File: src/sv/ebes_pkg.sv
// Shared constants, types and control structs of the encoder bank event scanner.
package ebes_pkg;

  localparam int NIB_CH         = 16;
  localparam int CHANNELS_DEF   = 16;
  localparam int BANKS_DEF      = 4;
  localparam int TIME_WIDTH_DEF = 32;

  localparam logic [3:0] ENC_MAP [0:15] = '{
    4'd14, 4'd15, 4'd10, 4'd11, 4'd6, 4'd7, 4'd2, 4'd3,
    4'd12, 4'd13, 4'd8, 4'd9, 4'd4, 4'd5, 4'd0, 4'd1
  };
  localparam logic [3:0] REV_MAP [0:15] = '{
    4'd12, 4'd13, 4'd14, 4'd15, 4'd8, 4'd9, 4'd10, 4'd11,
    4'd4, 4'd5, 4'd6, 4'd7, 4'd0, 4'd1, 4'd2, 4'd3
  };

  localparam int E_MAX       = 400;
  localparam int E_MIN       = 20;
  localparam int FACTOR_NUM  = 160000;
  localparam int FACTOR_DEN  = 60000;
  localparam int Q2_LIM      = FACTOR_NUM - 2 * FACTOR_DEN;
  localparam int Q1_LIM      = FACTOR_NUM - FACTOR_DEN;

  localparam logic [6:0] VAL_MAX  = 7'd127;
  localparam logic [6:0] TOG_MID  = 7'd63;
  localparam logic [7:0] REL_IDLE = 8'd255;
  localparam logic [7:0] REL_UP   = 8'd65;
  localparam logic [7:0] REL_DN   = 8'd63;

  typedef enum logic [1:0] {
    EV_INIT    = 2'd0,
    EV_PRESS   = 2'd1,
    EV_RELEASE = 2'd2,
    EV_TURN    = 2'd3
  } ev_kind_t;

  typedef struct packed {
    logic [6:0] abs_v;
    logic [7:0] rel_v;
    logic [6:0] tog2;
    logic [6:0] tog3;
  } entry_t;

  localparam entry_t ENTRY_RST = '{abs_v: 7'd0, rel_v: REL_IDLE, tog2: 7'd0, tog3: 7'd0};

  typedef struct packed {
    logic idle;
    logic accept;
    logic init_rd;
    logic init_ld;
    logic emit_init;
    logic pick;
    logic scan_rd;
    logic scan_ld;
    logic do_btn;
    logic do_turn;
  } ctrl_cmd_t;

  typedef struct packed {
    logic fire;
    logic changed;
    logic init_last;
    logic pend_any;
    logic btn_pend;
    logic turn_pend;
    logic can_emit;
  } ctrl_stat_t;

endpackage

File: src/sv/ebes_ctrl.sv
// Sequencer for init events and the per-nibble scan.
module ebes_ctrl (
  input  logic                   clk,
  input  logic                   rst,
  input  ebes_pkg::ctrl_stat_t   stat,
  output ebes_pkg::ctrl_cmd_t    cmd
);
  import ebes_pkg::*;

  typedef enum logic [8:0] {
    S_IDLE    = 9'b000000001,
    S_INIT_RD = 9'b000000010,
    S_INIT_LD = 9'b000000100,
    S_INIT_OUT= 9'b000001000,
    S_SCAN    = 9'b000010000,
    S_RD      = 9'b000100000,
    S_LD      = 9'b001000000,
    S_BTN     = 9'b010000000,
    S_TURN    = 9'b100000000
  } state_t;

  state_t state, state_next;

  always_ff @(posedge clk) begin
    if (rst) begin
      state <= S_IDLE;
    end else begin
      state <= state_next;
    end
  end

  always_comb begin
    state_next = state;
    cmd = '0;
    unique case (state)
      S_IDLE: begin
        cmd.idle   = 1'b1;
        cmd.accept = stat.fire;
        if (stat.fire) begin
          state_next = stat.changed ? S_INIT_RD : S_SCAN;
        end
      end
      S_INIT_RD: begin
        cmd.init_rd = 1'b1;
        state_next  = S_INIT_LD;
      end
      S_INIT_LD: begin
        cmd.init_ld = 1'b1;
        state_next  = S_INIT_OUT;
      end
      S_INIT_OUT: begin
        if (stat.can_emit) begin
          cmd.emit_init = 1'b1;
          state_next    = stat.init_last ? S_SCAN : S_INIT_RD;
        end
      end
      S_SCAN: begin
        cmd.pick   = 1'b1;
        state_next = stat.pend_any ? S_RD : S_IDLE;
      end
      S_RD: begin
        cmd.scan_rd = 1'b1;
        state_next  = S_LD;
      end
      S_LD: begin
        cmd.scan_ld = 1'b1;
        state_next  = stat.btn_pend ? S_BTN : S_TURN;
      end
      S_BTN: begin
        if (stat.can_emit) begin
          cmd.do_btn = 1'b1;
          state_next = stat.turn_pend ? S_TURN : S_SCAN;
        end
      end
      S_TURN: begin
        if (stat.can_emit) begin
          cmd.do_turn = 1'b1;
          state_next  = S_SCAN;
        end
      end
      default: state_next = S_IDLE;
    endcase
  end
endmodule

File: config.mk
export PLATFORM = sky130hd
export DESIGN_NAME = ebes_ctrl
export DESIGN_NICKNAME = d
export VERILOG_FILES = /design/src/sv/ebes_pkg.sv /design/src/sv/ebes_ctrl.sv
export SDC_FILE = /design/constraint.sdc
export NUM_CORES = 1
export LEC_CHECK = 0
export BUFFER_PORTS_ARGS = -buffer_cell sky130_fd_sc_hd__buf_2
export CAP_MARGIN = 20
export CORE_MARGIN = 2
export CORE_UTILIZATION = 28
export CTS_BUF_LIST = sky130_fd_sc_hd__clkbuf_2 sky130_fd_sc_hd__clkbuf_4 sky130_fd_sc_hd__clkbuf_8
export CTS_CLUSTER_DIAMETER = 40
export DETAILED_ROUTE_END_ITERATION = 12
export GPL_TIMING_DRIVEN = 0
export PLACE_DENSITY = 0.56
export SKIP_LAST_GASP = 1
export SYNTH_ARGS = -nofsm -noshare
export SYNTH_HDL_FRONTEND = slang
export SYNTH_SLANG_ARGS = --single-unit
File: constraint.sdc
create_clock -name clk -period 2 [get_ports clk]
set_input_delay 0 -clock clk [delete_from_list [all_inputs] [get_ports clk]]
set_output_delay 0 -clock clk [all_outputs]
set_load 0.03 [all_outputs]
==> results.toml <==
[status]
status = "finished clean"

[sta]
hold_viol_final = 0
fin_setup_tns_ns = 0
worst_pin_slew_ns = 0.516
timing.fmax_mhz = 540
grt_setup_unrepaired = "no"
slew_violations = 0
worst_slack_ns = 0.146
skew_ns = 0.00469
min_period_ns = 1.85
setup_viol = 0
maxSlewHeadroom = 0.653
period_share = 0.927

[clock_network]
cts_buffer_depth = 2
clock_latency_ns = 0.27
cts.htree.levels = 1
cts-buffers-inserted = 3
clock-sinks = 9
path_clk_slew_ns = 0.07
root_buffer = "clkbuf_4"
cts_tree = "yes"

[layout]
largest_reg_flops = 9
seq_area_um2 = 180
mostFrequentLayoutCells = "buf_2, nor2_1, dfxtp_1, o21ai_0, nor3_1"
regMostFlops = "state"
layout_commonest_cell = "buf_2"
reg_top3 = "state: 9 flops"
postLayoutCoreUtil = 0.375
final_nets = 128
layout-drive-gt1-share = 0.356
diodes = 0
num-fill-cells = 265
area_delta_synth_final_pct = 25.0
multi_input_area_um2 = 517

[flow_run]
drv_cap = 0

[critical_path]
r2r-start = "state[6]"
r2r_end = "state[0]"
start_kind = "register"
worstPathArrival_ns = 1.85
path_class = "reg -> out"
required_ns = 2.00
crit_path_end_kind = "output port"
crit_path_max_fanout = 9
ff2ff_setup_slack_ns = 0.34
rr_worst_depth = 5

[global_routing]
grt_overflow_total = 0
grt_pass1_vias = 741
antenna_found_initial = 0
grt_first_pass_wirelength_mm = 3.32
grt_start_max_net_pins = 11
gr-usage-all-layers = 0.132

[route]
drc = 0
wl_mm = 1.88
drtAntennaViolNets = 0
first_iter_violations = 15
wire_per_inst_um = 12.7
routed-via-count = 768
via_per_inst = 5.19
firstDrtPassIters = 4

[synth]
ys_warn_count = 0
synth_nets = 102
ys_ff_latch = 9
syn-instance-count = 93
ys_types = 39
syn_area_um2 = 749
synth-seq-area-share = 0.240
syn_avg_cell_area_um2 = 8.06

[power_and_ir_drop]
irDropWorstVdd_mv = 0.334
p_leak_nw = 0.409
power_density_nw_per_um2 = 633
power.total_w = 0.000593

[floorplanning]
initial_core_util = 0.300
io_pins = 19
rows = 18
coreArea_um2 = 2500
die_area_um2 = 3110
die_w_um = 55.7
fp.dieH_um = 55.7

[place]
hpwlAfterDp_mm = 1.42
gp_congestion = 0.791
numPortBuffers = 18
place_ws_ns = 0.352

[min_path]
min_path_cells = 3
hold_class = "in -> reg"
min_from = "stat[2]"
min_to = "state[7]"
synthesized netlist by cell type:
cell,n,area [µm²]
o31a_2,1,10.0
and2_1,2,12.5
o41ai_2,1,16.3
o21ai_2,1,8.76
or3_4,2,22.5
o221ai_2,1,15.0
buf_2,3,15.0
a22oi_1,1,7.51
nand2_2,1,6.26
nor4b_1,1,8.76
a31oi_1,1,6.26
nor4b_4,1,23.8
nor4_4,1,21.3
and3_2,1,7.51
nand3_1,2,10.0
dfxtp_1,9,180
a211oi_1,1,7.51
inv_1,3,11.3
nor2b_1,1,6.26
nor3_1,6,30.0
clkbuf_1,1,3.75
o21ai_0,7,35.0
nand2_1,5,18.8
o21ba_2,1,10.0
nor4_2,1,12.5
or3_1,1,6.26
nor2_1,14,52.6
and4_1,1,8.76
xor2_1,3,26.3
buf_6,2,22.5
and4_2,1,10.0
nand4_1,2,12.5
nor3b_1,2,15.0
nor3_2,1,10.0
or4_4,1,11.3
a21oi_1,2,10.0
nor4_1,4,25.0
mux2i_1,2,20.0
nand2b_1,2,12.5
area by class of cell:
class,count,share of cell area
Buffer,6,0.0441
Timing Repair Buffer,21,0.128
Inverter,3,0.0120
Multi-Input combinational cell,75,0.551
Clock buffer,4,0.0320
Tap cell,30,0.0401
Sequential cell,9,0.192
worst max path at each step:
stage / cells past startpoint / endpoint / startpoint / slack, ns
final: 6 / cmd[8] / state[6] / 0.15
after global routing: 6 / cmd[8] / state[6] / 0.006
after CTS: 6 / cmd[8] / state[6] / 0.17
after detailed placement: 5 / state[0] / state[6] / 0.35
after global placement: 5 / state[4] / state[6] / 0.31
after floorplan: 5 / cmd[8] / state[6] / 0.20
layer usage:
metal  vias up  share of wire  global-route usage
li1        393              -                   -
met2        24           0.44               0.201
met5         -              0                   0
met1       347           0.47               0.178
met3         4          0.059              0.0163
met4         0          0.024              0.0732
report_power, final:
group / switching, W / internal (W) / total (W)
Clock: 0.0000703 / 0.0000908 / 0.000161
Combinational: 0.000141 / 0.0000922 / 0.000233
Sequential: 0.00000952 / 0.000189 / 0.000199
critical path: stages, from the launching register on:
cell and delay, ns:
dfxtp_1 0.29, buf_2 0.17, nor4_4 0.37, nand2_2 0.19
nor2_1 0.23, and2_1 0.15, buf_2 0.19
metrics by stage:
| stage | area (µm²) | hold WS (ns) | cells |
|---|---|---|---|
| after detailed placement | 877 | 0.252 | 141 |
| after floorplan | 749 | 0.0724 | 93 |
| after global routing | 937 | 0.101 | 148 |
| final | 937 | 0.0209 | 148 |
| after CTS | 937 | 0.0323 | 148 |
| after global placement | 877 | 0.258 | 141 |
logic make-up (layout without fill, tap and decap cells):
| group | Yosys count | count (layout) | share of synthesized area |
|---|---|---|---|
| AOI/OAI and AO/OA | 17 | 17 | 0.169 |
| and+or+nand+nor | 53 | 53 | 0.459 |
| muxes | 2 | 2 | 0.0267 |
| buffers and inverters | 9 | 34 | 0.0701 |
| xor gates and xnor gates | 3 | 3 | 0.0351 |
| DFF | 9 | 9 | 0.240 |
what timing repair did:
action | CTS | global route
setup buffers | 0 | 0
gates resized for setup | 0 | 0
hold buffers | 3 | 0
endpoints found under the hold margin | 3 | 0
No activity file was read; power rests on OpenSTA's default activity.
