[src/sv/ebes_pkg.sv]
// Shared constants, types and control structs of the encoder bank event scanner.
package ebes_pkg;

  localparam int NIB_CH         = 16;
  localparam int CHANNELS_DEF   = 16;
  localparam int BANKS_DEF      = 4;
  localparam int TIME_WIDTH_DEF = 32;

  localparam logic [3:0] ENC_MAP [0:15] = '{
    4'd14, 4'd15, 4'd10, 4'd11, 4'd6, 4'd7, 4'd2, 4'd3,
    4'd12, 4'd13, 4'd8, 4'd9, 4'd4, 4'd5, 4'd0, 4'd1
  };
  localparam logic [3:0] REV_MAP [0:15] = '{
    4'd12, 4'd13, 4'd14, 4'd15, 4'd8, 4'd9, 4'd10, 4'd11,
    4'd4, 4'd5, 4'd6, 4'd7, 4'd0, 4'd1, 4'd2, 4'd3
  };

  localparam int E_MAX       = 400;
  localparam int E_MIN       = 20;
  localparam int FACTOR_NUM  = 160000;
  localparam int FACTOR_DEN  = 60000;
  localparam int Q2_LIM      = FACTOR_NUM - 2 * FACTOR_DEN;
  localparam int Q1_LIM      = FACTOR_NUM - FACTOR_DEN;

  localparam logic [6:0] VAL_MAX  = 7'd127;
  localparam logic [6:0] TOG_MID  = 7'd63;
  localparam logic [7:0] REL_IDLE = 8'd255;
  localparam logic [7:0] REL_UP   = 8'd65;
  localparam logic [7:0] REL_DN   = 8'd63;

  typedef enum logic [1:0] {
    EV_INIT    = 2'd0,
    EV_PRESS   = 2'd1,
    EV_RELEASE = 2'd2,
    EV_TURN    = 2'd3
  } ev_kind_t;

  typedef struct packed {
    logic [6:0] abs_v;
    logic [7:0] rel_v;
    logic [6:0] tog2;
    logic [6:0] tog3;
  } entry_t;

  localparam entry_t ENTRY_RST = '{abs_v: 7'd0, rel_v: REL_IDLE, tog2: 7'd0, tog3: 7'd0};

  typedef struct packed {
    logic idle;
    logic accept;
    logic init_rd;
    logic init_ld;
    logic emit_init;
    logic pick;
    logic scan_rd;
    logic scan_ld;
    logic do_btn;
    logic do_turn;
  } ctrl_cmd_t;

  typedef struct packed {
    logic fire;
    logic changed;
    logic init_last;
    logic pend_any;
    logic btn_pend;
    logic turn_pend;
    logic can_emit;
  } ctrl_stat_t;

endpackage

[src/sv/ebes_if.sv]
// Handshake channels for frame items and scanner events.
interface ebes_in_if;
  logic        valid;
  logic        ready;
  logic [63:0] frame_bits;
  logic [1:0]  bank;
  logic        new_bank;
  logic [31:0] now_time;

  modport source(output valid, frame_bits, bank, new_bank, now_time, input ready);
  modport sink(input valid, frame_bits, bank, new_bank, now_time, output ready);
endinterface

interface ebes_out_if;
  logic       valid;
  logic       ready;
  logic [3:0] channel;
  logic [3:0] reversed_channel;
  logic [1:0] event_kind;
  logic [6:0] abs_value;
  logic [7:0] rel_value;
  logic [6:0] toggle2;
  logic [6:0] toggle3;
  logic [6:0] button_abs;
  logic [6:0] rotation;
  logic       last;

  modport source(output valid, channel, reversed_channel, event_kind, abs_value, rel_value,
                 toggle2, toggle3, button_abs, rotation, last, input ready);
  modport sink(input valid, channel, reversed_channel, event_kind, abs_value, rel_value,
               toggle2, toggle3, button_abs, rotation, last, output ready);
endinterface

[src/sv/ebes_ram.sv]
// Generic single-port-write, registered-read RAM.
module ebes_ram #(
  parameter int WIDTH = 8,
  parameter int DEPTH = 16
) (
  input  logic                                  clk,
  input  logic                                  we,
  input  logic [(DEPTH > 1 ? $clog2(DEPTH) : 1)-1:0] waddr,
  input  logic [WIDTH-1:0]                      wdata,
  input  logic                                  re,
  input  logic [(DEPTH > 1 ? $clog2(DEPTH) : 1)-1:0] raddr,
  output logic [WIDTH-1:0]                      rdata
);
  logic [WIDTH-1:0] mem [DEPTH];

  always_ff @(posedge clk) begin
    if (we) begin
      mem[waddr] <= wdata;
    end
    if (re) begin
      rdata <= mem[raddr];
    end
  end
endmodule

[src/sv/ebes_dp.sv]
// Datapath: channel state, bank store, turn arithmetic and event register.
module ebes_dp #(
  parameter int CHANNELS   = ebes_pkg::CHANNELS_DEF,
  parameter int BANKS      = ebes_pkg::BANKS_DEF,
  parameter int TIME_WIDTH = ebes_pkg::TIME_WIDTH_DEF
) (
  input  logic                 clk,
  input  logic                 rst,
  ebes_in_if.sink              items,
  ebes_out_if.source           events,
  input  ebes_pkg::ctrl_cmd_t  cmd,
  output ebes_pkg::ctrl_stat_t stat
);
  import ebes_pkg::*;

  localparam int SLOTS  = BANKS * NIB_CH;
  localparam int SLOT_W = $clog2(SLOTS);
  localparam int BANK_W = BANKS > 1 ? $clog2(BANKS) : 1;

  logic [63:0]           frame_r;
  logic [BANK_W-1:0]     bank_r;
  logic [TIME_WIDTH-1:0] now_r;
  logic [3:0]            idx;
  logic [NIB_CH-1:0]     btn_p, turn_p;

  logic [3:0]            last_nib [NIB_CH];
  logic [NIB_CH-1:0]     btn_lvl, phase_a;
  logic [TIME_WIDTH-1:0] ltt [NIB_CH];
  logic [6:0]            rot [NIB_CH];
  logic [SLOTS-1:0]      slot_valid;

  entry_t                ent, ent_next, rdata;
  logic                  rd_valid;
  logic [17:0]           e2;
  logic [SLOT_W-1:0]     slot_r;

  logic                  re, we;
  logic [SLOT_W-1:0]     raddr;
  logic [BANK_W-1:0]     bank_eff;
  logic [NIB_CH-1:0]     chg, btn_new, turn_new;
  logic [3:0]            pick_j, ch;
  logic [NIB_CH-1:0]     rest;
  logic [3:0]            nib;
  logic                  neg;
  logic [TIME_WIDTH-1:0] diff;
  logic [8:0]            e_cl;
  logic [2:0]            step;
  logic [6:0]            rot_new;
  logic                  can_emit;

  assign items.ready = cmd.idle;
  assign can_emit    = !events.valid || events.ready;
  assign bank_eff    = (32'(items.bank) < BANKS) ? BANK_W'(items.bank) : '0;
  assign ch          = ENC_MAP[idx];
  assign nib         = frame_r[4*idx +: 4];
  assign neg         = nib[0] != nib[1];

  always_comb begin
    for (int j = 0; j < NIB_CH; j++) begin
      chg[j]      = (j < CHANNELS) && (items.frame_bits[4*j +: 4] != last_nib[j]);
      btn_new[j]  = chg[j] && ((|items.frame_bits[4*j+2 +: 2]) != btn_lvl[ENC_MAP[j]]);
      turn_new[j] = chg[j] && (items.frame_bits[4*j+1] != phase_a[ENC_MAP[j]]);
    end
  end

  always_comb begin
    pick_j = '0;
    for (int j = NIB_CH - 1; j >= 0; j--) begin
      if (btn_p[j] || turn_p[j]) begin
        pick_j = 4'(j);
      end
    end
  end

  always_comb begin
    rest      = btn_p | turn_p;
    rest[idx] = 1'b0;
  end

  assign stat.fire      = items.valid && items.ready;
  assign stat.changed   = items.new_bank;
  assign stat.init_last = idx == 4'(CHANNELS - 1);
  assign stat.pend_any  = |(btn_p | turn_p);
  assign stat.btn_pend  = btn_p[idx];
  assign stat.turn_pend = turn_p[idx];
  assign stat.can_emit  = can_emit;

  assign re    = cmd.init_rd || cmd.scan_rd;
  assign raddr = SLOT_W'({bank_r, (cmd.init_rd ? idx : ch)});
  assign we    = cmd.do_btn || cmd.do_turn;

  ebes_ram #(.WIDTH($bits(entry_t)), .DEPTH(SLOTS)) u_store (
    .clk   (clk),
    .we    (we),
    .waddr (slot_r),
    .wdata (ent_next),
    .re    (re),
    .raddr (raddr),
    .rdata (rdata)
  );

  always_comb begin
    diff = now_r - ltt[ch];
    if (diff > TIME_WIDTH'(E_MAX)) begin
      e_cl = 9'(E_MAX);
    end else if (diff < TIME_WIDTH'(E_MIN)) begin
      e_cl = 9'(E_MIN);
    end else begin
      e_cl = diff[8:0];
    end
  end

  always_comb begin
    priority if (e2 <= 18'(Q2_LIM)) begin
      step = 3'd4;
    end else if (e2 <= 18'(Q1_LIM)) begin
      step = 3'd3;
    end else begin
      step = 3'd2;
    end
    if (neg) begin
      rot_new = (rot[ch] > 7'(step)) ? rot[ch] - 7'(step) : 7'd0;
    end else begin
      rot_new = (8'(rot[ch]) + 8'(step) > 8'(VAL_MAX)) ? VAL_MAX : rot[ch] + 7'(step);
    end
  end

  always_comb begin
    ent_next = ent;
    if (cmd.do_btn && !btn_lvl[ch]) begin
      ent_next.tog2 = (ent.tog2 == 7'd0) ? VAL_MAX : 7'd0;
      priority if (ent.tog3 == 7'd0) begin
        ent_next.tog3 = TOG_MID;
      end else if (ent.tog3 == TOG_MID) begin
        ent_next.tog3 = VAL_MAX;
      end else begin
        ent_next.tog3 = 7'd0;
      end
    end
    if (cmd.do_turn) begin
      if (neg) begin
        ent_next.abs_v = (ent.abs_v == 7'd0) ? 7'd0 : ent.abs_v - 7'd1;
        ent_next.rel_v = (ent.rel_v == REL_IDLE) ? REL_DN : ent.rel_v - 8'd1;
      end else begin
        ent_next.abs_v = (ent.abs_v == VAL_MAX) ? VAL_MAX : ent.abs_v + 7'd1;
        ent_next.rel_v = (ent.rel_v == REL_IDLE) ? REL_UP : ent.rel_v + 8'd1;
      end
    end
  end

  always_ff @(posedge clk) begin
    if (rst) begin
      btn_p      <= '0;
      turn_p     <= '0;
      idx        <= '0;
      btn_lvl    <= '1;
      phase_a    <= '1;
      slot_valid <= '0;
      for (int j = 0; j < NIB_CH; j++) begin
        last_nib[j] <= '0;
        ltt[j]      <= '1;
        rot[j]      <= '0;
      end
    end else begin
      if (cmd.accept) begin
        frame_r <= items.frame_bits;
        bank_r  <= bank_eff;
        now_r   <= items.now_time[TIME_WIDTH-1:0];
        idx     <= '0;
        btn_p   <= btn_new;
        turn_p  <= turn_new;
        for (int j = 0; j < NIB_CH; j++) begin
          if (chg[j]) begin
            last_nib[j]         <= items.frame_bits[4*j +: 4];
            btn_lvl[ENC_MAP[j]] <= |items.frame_bits[4*j+2 +: 2];
            phase_a[ENC_MAP[j]] <= items.frame_bits[4*j+1];
          end
        end
      end
      if (re) begin
        rd_valid <= slot_valid[raddr];
        slot_r   <= raddr;
      end
      if (cmd.init_ld || cmd.scan_ld) begin
        ent <= rd_valid ? rdata : ENTRY_RST;
      end
      if (cmd.scan_rd) begin
        e2 <= 18'(e_cl) * 18'(e_cl);
      end
      if (cmd.emit_init) begin
        idx <= stat.init_last ? 4'd0 : idx + 4'd1;
      end
      if (cmd.pick) begin
        idx <= pick_j;
      end
      if (we) begin
        ent                <= ent_next;
        slot_valid[slot_r] <= 1'b1;
      end
      if (cmd.do_btn) begin
        btn_p[idx] <= 1'b0;
      end
      if (cmd.do_turn) begin
        turn_p[idx] <= 1'b0;
        ltt[ch]     <= now_r;
        rot[ch]     <= rot_new;
      end
    end
  end

  always_ff @(posedge clk) begin
    if (rst) begin
      events.valid <= 1'b0;
    end else if (cmd.emit_init || cmd.do_btn || cmd.do_turn) begin
      events.valid <= 1'b1;
    end else if (events.ready) begin
      events.valid <= 1'b0;
    end
  end

  always_ff @(posedge clk) begin
    if (cmd.emit_init) begin
      events.channel          <= idx;
      events.reversed_channel <= REV_MAP[idx];
      events.event_kind       <= EV_INIT;
      events.abs_value        <= ent.abs_v;
      events.rel_value        <= ent.rel_v;
      events.toggle2          <= ent.tog2;
      events.toggle3          <= ent.tog3;
      events.button_abs       <= 7'd0;
      events.rotation         <= rot[idx];
      events.last             <= stat.init_last && !stat.pend_any;
    end else if (cmd.do_btn || cmd.do_turn) begin
      events.channel          <= ch;
      events.reversed_channel <= REV_MAP[ch];
      events.abs_value        <= ent_next.abs_v;
      events.rel_value        <= ent_next.rel_v;
      events.toggle2          <= ent_next.tog2;
      events.toggle3          <= ent_next.tog3;
      if (cmd.do_turn) begin
        events.event_kind <= EV_TURN;
        events.button_abs <= 7'd0;
        events.rotation   <= rot_new;
        events.last       <= !(|rest);
      end else begin
        events.event_kind <= btn_lvl[ch] ? EV_RELEASE : EV_PRESS;
        events.button_abs <= btn_lvl[ch] ? 7'd0 : VAL_MAX;
        events.rotation   <= rot[ch];
        events.last       <= !turn_p[idx] && !(|rest);
      end
    end
  end
endmodule

[src/flat_wrapper.sv]
// flat-port wrapper written by rule: the top's interface ports become plain ports
module ebes_dp_flat import ebes_pkg::*;
#(
  parameter int CHANNELS   = ebes_pkg::CHANNELS_DEF,
  parameter int BANKS      = ebes_pkg::BANKS_DEF,
  parameter int TIME_WIDTH = ebes_pkg::TIME_WIDTH_DEF
)
  (clk, rst, cmd, stat, items_valid, items_frame_bits, items_bank, items_new_bank, items_now_time, items_ready, events_valid, events_channel, events_reversed_channel, events_event_kind, events_abs_value, events_rel_value, events_toggle2, events_toggle3, events_button_abs, events_rotation, events_last, events_ready);
  ebes_in_if items_i ();
  ebes_out_if events_i ();
  input  logic clk;
  input  logic rst;
  input  ebes_pkg::ctrl_cmd_t cmd;
  output ebes_pkg::ctrl_stat_t stat;
  input wire logic [$bits(items_i.valid)-1:0] items_valid;
  input wire logic [$bits(items_i.frame_bits)-1:0] items_frame_bits;
  input wire logic [$bits(items_i.bank)-1:0] items_bank;
  input wire logic [$bits(items_i.new_bank)-1:0] items_new_bank;
  input wire logic [$bits(items_i.now_time)-1:0] items_now_time;
  output wire logic [$bits(items_i.ready)-1:0] items_ready;
  output wire logic [$bits(events_i.valid)-1:0] events_valid;
  output wire logic [$bits(events_i.channel)-1:0] events_channel;
  output wire logic [$bits(events_i.reversed_channel)-1:0] events_reversed_channel;
  output wire logic [$bits(events_i.event_kind)-1:0] events_event_kind;
  output wire logic [$bits(events_i.abs_value)-1:0] events_abs_value;
  output wire logic [$bits(events_i.rel_value)-1:0] events_rel_value;
  output wire logic [$bits(events_i.toggle2)-1:0] events_toggle2;
  output wire logic [$bits(events_i.toggle3)-1:0] events_toggle3;
  output wire logic [$bits(events_i.button_abs)-1:0] events_button_abs;
  output wire logic [$bits(events_i.rotation)-1:0] events_rotation;
  output wire logic [$bits(events_i.last)-1:0] events_last;
  input wire logic [$bits(events_i.ready)-1:0] events_ready;
  assign items_i.valid = items_valid;
  assign items_i.frame_bits = items_frame_bits;
  assign items_i.bank = items_bank;
  assign items_i.new_bank = items_new_bank;
  assign items_i.now_time = items_now_time;
  assign items_ready = items_i.ready;
  assign events_valid = events_i.valid;
  assign events_channel = events_i.channel;
  assign events_reversed_channel = events_i.reversed_channel;
  assign events_event_kind = events_i.event_kind;
  assign events_abs_value = events_i.abs_value;
  assign events_rel_value = events_i.rel_value;
  assign events_toggle2 = events_i.toggle2;
  assign events_toggle3 = events_i.toggle3;
  assign events_button_abs = events_i.button_abs;
  assign events_rotation = events_i.rotation;
  assign events_last = events_i.last;
  assign events_i.ready = events_ready;
  ebes_dp #(.CHANNELS(CHANNELS), .BANKS(BANKS), .TIME_WIDTH(TIME_WIDTH)) u_core (.clk(clk), .rst(rst), .items(items_i), .events(events_i), .cmd(cmd), .stat(stat));
endmodule
[config.mk]
export PLATFORM = sky130hd
export DESIGN_NAME = ebes_dp_flat
export DESIGN_NICKNAME = d
export VERILOG_FILES = /design/src/sv/ebes_pkg.sv /design/src/sv/ebes_if.sv /design/src/sv/ebes_ram.sv /design/src/sv/ebes_dp.sv /design/src/flat_wrapper.sv
export SDC_FILE = /design/constraint.sdc
export NUM_CORES = 2
export LEC_CHECK = 0
export ABC_AREA = 1
export ABC_CLOCK_PERIOD_IN_PS = 8600
export BUFFER_PORTS_ARGS = -buffer_cell sky130_fd_sc_hd__buf_4
export CAP_MARGIN = 20
export CORE_ASPECT_RATIO = 2
export CORE_UTILIZATION = 40
export CTS_CLUSTER_DIAMETER = 60
export DETAILED_ROUTE_END_ITERATION = 8
export HOLD_SLACK_MARGIN = 0.02
export PLACE_DENSITY_LB_ADDON = 0.25
export SYNTH_ARGS = -nofsm -noshare
export SYNTH_HDL_FRONTEND = slang
export SYNTH_SLANG_ARGS = --single-unit
[constraint.sdc]
create_clock -name clk -period 8.6 [get_ports clk]
set_input_delay 1.29 -clock clk [delete_from_list [all_inputs] [get_ports clk]]
set_output_delay 1.29 -clock clk [all_outputs]
set_load 0.05 [all_outputs]
==> run summary <==
Synth area leaders -> edfxtp_1, nor2_1, o21ai_0
Pre-antenna DRT Iters -> 6
# setup viols final -> 0
VDD IR-drop max -> 0.000187 V
placed cell area -> 132000 um^2
Crit path largest cell delay -> 550 ps
Post-Synthesis Mean Instance Area -> 11.6 um^2
core area -> 305000 um^2
total vias in the final route -> 88100
Seq/Total Area, Yosys -> 0.693
first-pass GRT wire length -> 617 mm
clk sink count -> 2875
nets -> 11100
hold path cells -> 2
TritonCTS clock tree -> built
post-synth net total -> 10800
slowest stage cell on the critical path -> fa_1
CTS buffer count -> 245
Seq cells post-synth -> 2875
most common library cell in the layout ignoring fill and taps -> edfxtp_1
Synth area leader -> edfxtp_1
Comb power frac -> 0.216
dpl cells -> 14700
Clock Pin Slew Worst Setup and Hold Paths -> 70 ps
Period minus WS final -> 8410 ps
switching pwr -> 11100 uW
async set-reset flop share out of synthesis -> 0
drt drc -> 0
MaxCap Viol Count -> 0
Tot Pwr -> 35900 uW
warnings from Yosys -> 0
row count -> 287
worst skew pair latency -> 990 ps
Yosys cell types -> 67
root buf cell -> clkbuf_16
largest net degree at the start of global routing -> 223
Design Area, Final -> 141000 um^2
initial antenna violation count -> 19
Max Slew Vio Count -> 0
Worst Max-Slew Pin Slew -> 1290 ps
non-filler instance count after layout -> 15100
Detailed Place HPWL -> 276 mm
Fillers -> 27200
gr usage total -> 0.277
Initial Util -> 0.402
worst-path maximum fanout -> 24
mapped cell area -> 123000 um^2
vias in the first global route -> 86800
CP Capture Type -> flop
Longest Clk Path Bufs -> 4
Die W -> 393 um
P&R area growth vs syn -> 14.8%
Final Cycle Share -> 0.978
Total Die Area -> 309000 um^2
number of vias per cell -> 5.83
arrival time worst endpoint -> 9030 ps
DR WL/cell -> 29.2 um
RSZ-0062 raised after global routing -> true
FF-to-FF path depth -> 45
DR iter-0 viols -> 8930
Max-slew headroom -> 0.141
Lkg Pwr -> 0.0468 uW
WL final -> 441 mm
switch share -> 0.309
ANT nets after route -> 0
Worst Setup Path Type -> reg -> reg
H-tree depth reported by CTS -> 4
Die Ht -> 785 um
Most common cell on crit path -> nand2_1
Mapped Cells -> 10600
share of the synthesized area in the top cell type -> 0.670
fmax -> 119 MHz
internal power -> 24800 uW
Synth Flop Type -> edfxtp_1
Fin. Hold Viols -> 0
EDFF count, synth -> 2735
Port Buf Inserts -> 173
total grt overflow -> 0
most frequent cells in the layout -> edfxtp_1, nor2_1, o21ai_0, nand2_1, buf_4
Min-Delay Path Class -> reg -> reg
element type at the critical path start -> flop
GPL Wtd Cong -> 0.979
layout cell share with drive strength beyond 1 -> 0.132
CP Data Required Time -> 9220 ps
boundary pin count -> 176
outcome -> complete, no violations
Flop pwr share -> 0.458
clock skew -> 124 ps
clock power share -> 0.326
PD cells -> 255 nW/um^2
## final cells by class
| class | count | area (um^2) | area share |
|---|---|---|---|
| diodes | 9 | 22.5 | 0.000160 |
| clock buffers | 308 | 6650 | 0.0473 |
| clock inverters | 137 | 1580 | 0.0112 |
| inverters | 539 | 2070 | 0.0147 |
| multi-input cells | 6501 | 34500 | 0.245 |
| flip-flops and latches | 2875 | 84900 | 0.604 |
| well taps | 4046 | 5060 | 0.0360 |
| repair buffers | 708 | 5850 | 0.0416 |
## power by group through the flow
stage	sequential (uW)	combinational [uW]	clock (uW)
2_1_floorplan	16900	3680	0
3_3_place_gp	16700	7440	0
3_5_place_dp	16700	7530	0
4_1_cts	16400	7590	11800
5_1_grt	16400	8140	12200
6_report	16400	7760	11700
## stage by stage
| step | TNS, ps | hold slack [ps] | util | setup WS, ps |
|---|---|---|---|---|
| after floorplan | 0 | 424 | - | 746 |
| after global placement | -2720 | 443 | 0.432 | -662 |
| after detailed placement | -1960 | 449 | 0.432 | -515 |
| after CTS | 0 | 464 | 0.459 | 6.60 |
| after global routing | -74.0 | 483 | 0.461 | -52.3 |
| final | 0 | 462 | 0.461 | 190 |
## timing repair
action / CTS / global route
gates resized for setup: 31 / 101
pin swaps: 6 / 42
hold buffers: 0 / 0
buffers inserted: 0 / 6
endpoints found under the setup margin: 9 / 7
cloned: 0 / 2
## Yosys cell counts (18+ instances only)
cell type and count:
edfxtp_1 2735, nor2_1 2049, o21ai_0 1384, nand2_1 1283
clkbuf_1 545, inv_1 499, a21oi_1 283, a22oi_1 264
o221ai_1 237, a31oi_1 160, nand3_1 148, dfxtp_1 140
xor2_1 90, ha_1 75, buf_2 64, o22ai_1 64
buf_1 48, o211ai_1 48, nor4_1 42, fa_1 38
nor3_1 38, nand4_1 31, inv_2 30, xnor2_1 30
o221a_2 29, o21ai_1 24, a22o_1 23, buf_4 23
nand2_2 19, nor2_2 18
## critical path: cells and delay by family, from the launching register on
kind	cells	cell delay [ps]
DFF	1	380
and+or+nand+nor	17	2240
AOI/OAI and AO/OA	5	860
buffers and inverters	16	1870
xor gates and xnor gates	1	110
adders and majority gates	6	2560
## metal layers
layer  routed length [um]  vias up  GRT usage
met5                   35        -          0
met4                44300        6      0.237
met1               142000    43900      0.284
met3                29900     1321     0.0364
met2               226000     4424      0.498
li1                     -    38400          -
## final timing paths
path	startpoint	endpoint	slack (ps)
max	u_core.idx[3]	u_core.e2[17]	190
min	u_core.slot_valid[9]	u_core.slot_valid[9]	460
max reg2reg	u_core.idx[3]	u_core.e2[17]	190
min reg2reg	u_core.slot_valid[9]	u_core.slot_valid[9]	460
## state kept, by name, indices dropped and copies added, names as in the netlist, 17 cells and up, named ones only
signal / flops
u_core.u_store.mem: 1856
u_core.e2: 17
u_core.frame_r: 32
u_core.u_store.rdata: 29
u_core.slot_valid: 64
u_core.now_r: 32
u_core.rot: 112
u_core.ltt: 512
u_core.ent: 29
u_core.last_nib: 64
## cell families (layout without fill, tap and decap cells)
| logic type | after synthesis | in the layout | share of synthesized area |
|---|---|---|---|
| AO/OA/AOI/OAI | 2580 | 2580 | 0.125 |
| XOR/XNOR | 124 | 124 | 0.00929 |
| adder cells (fa/ha/maj) | 113 | 113 | 0.0139 |
| buffers and inverters | 1225 | 1692 | 0.0392 |
| flip-flops | 2875 | 2875 | 0.693 |
| other | 0 | 9 | 0 |
| AND/OR/NAND/NOR | 3684 | 3684 | 0.119 |
No activity file was read; power rests on OpenSTA's default activity.
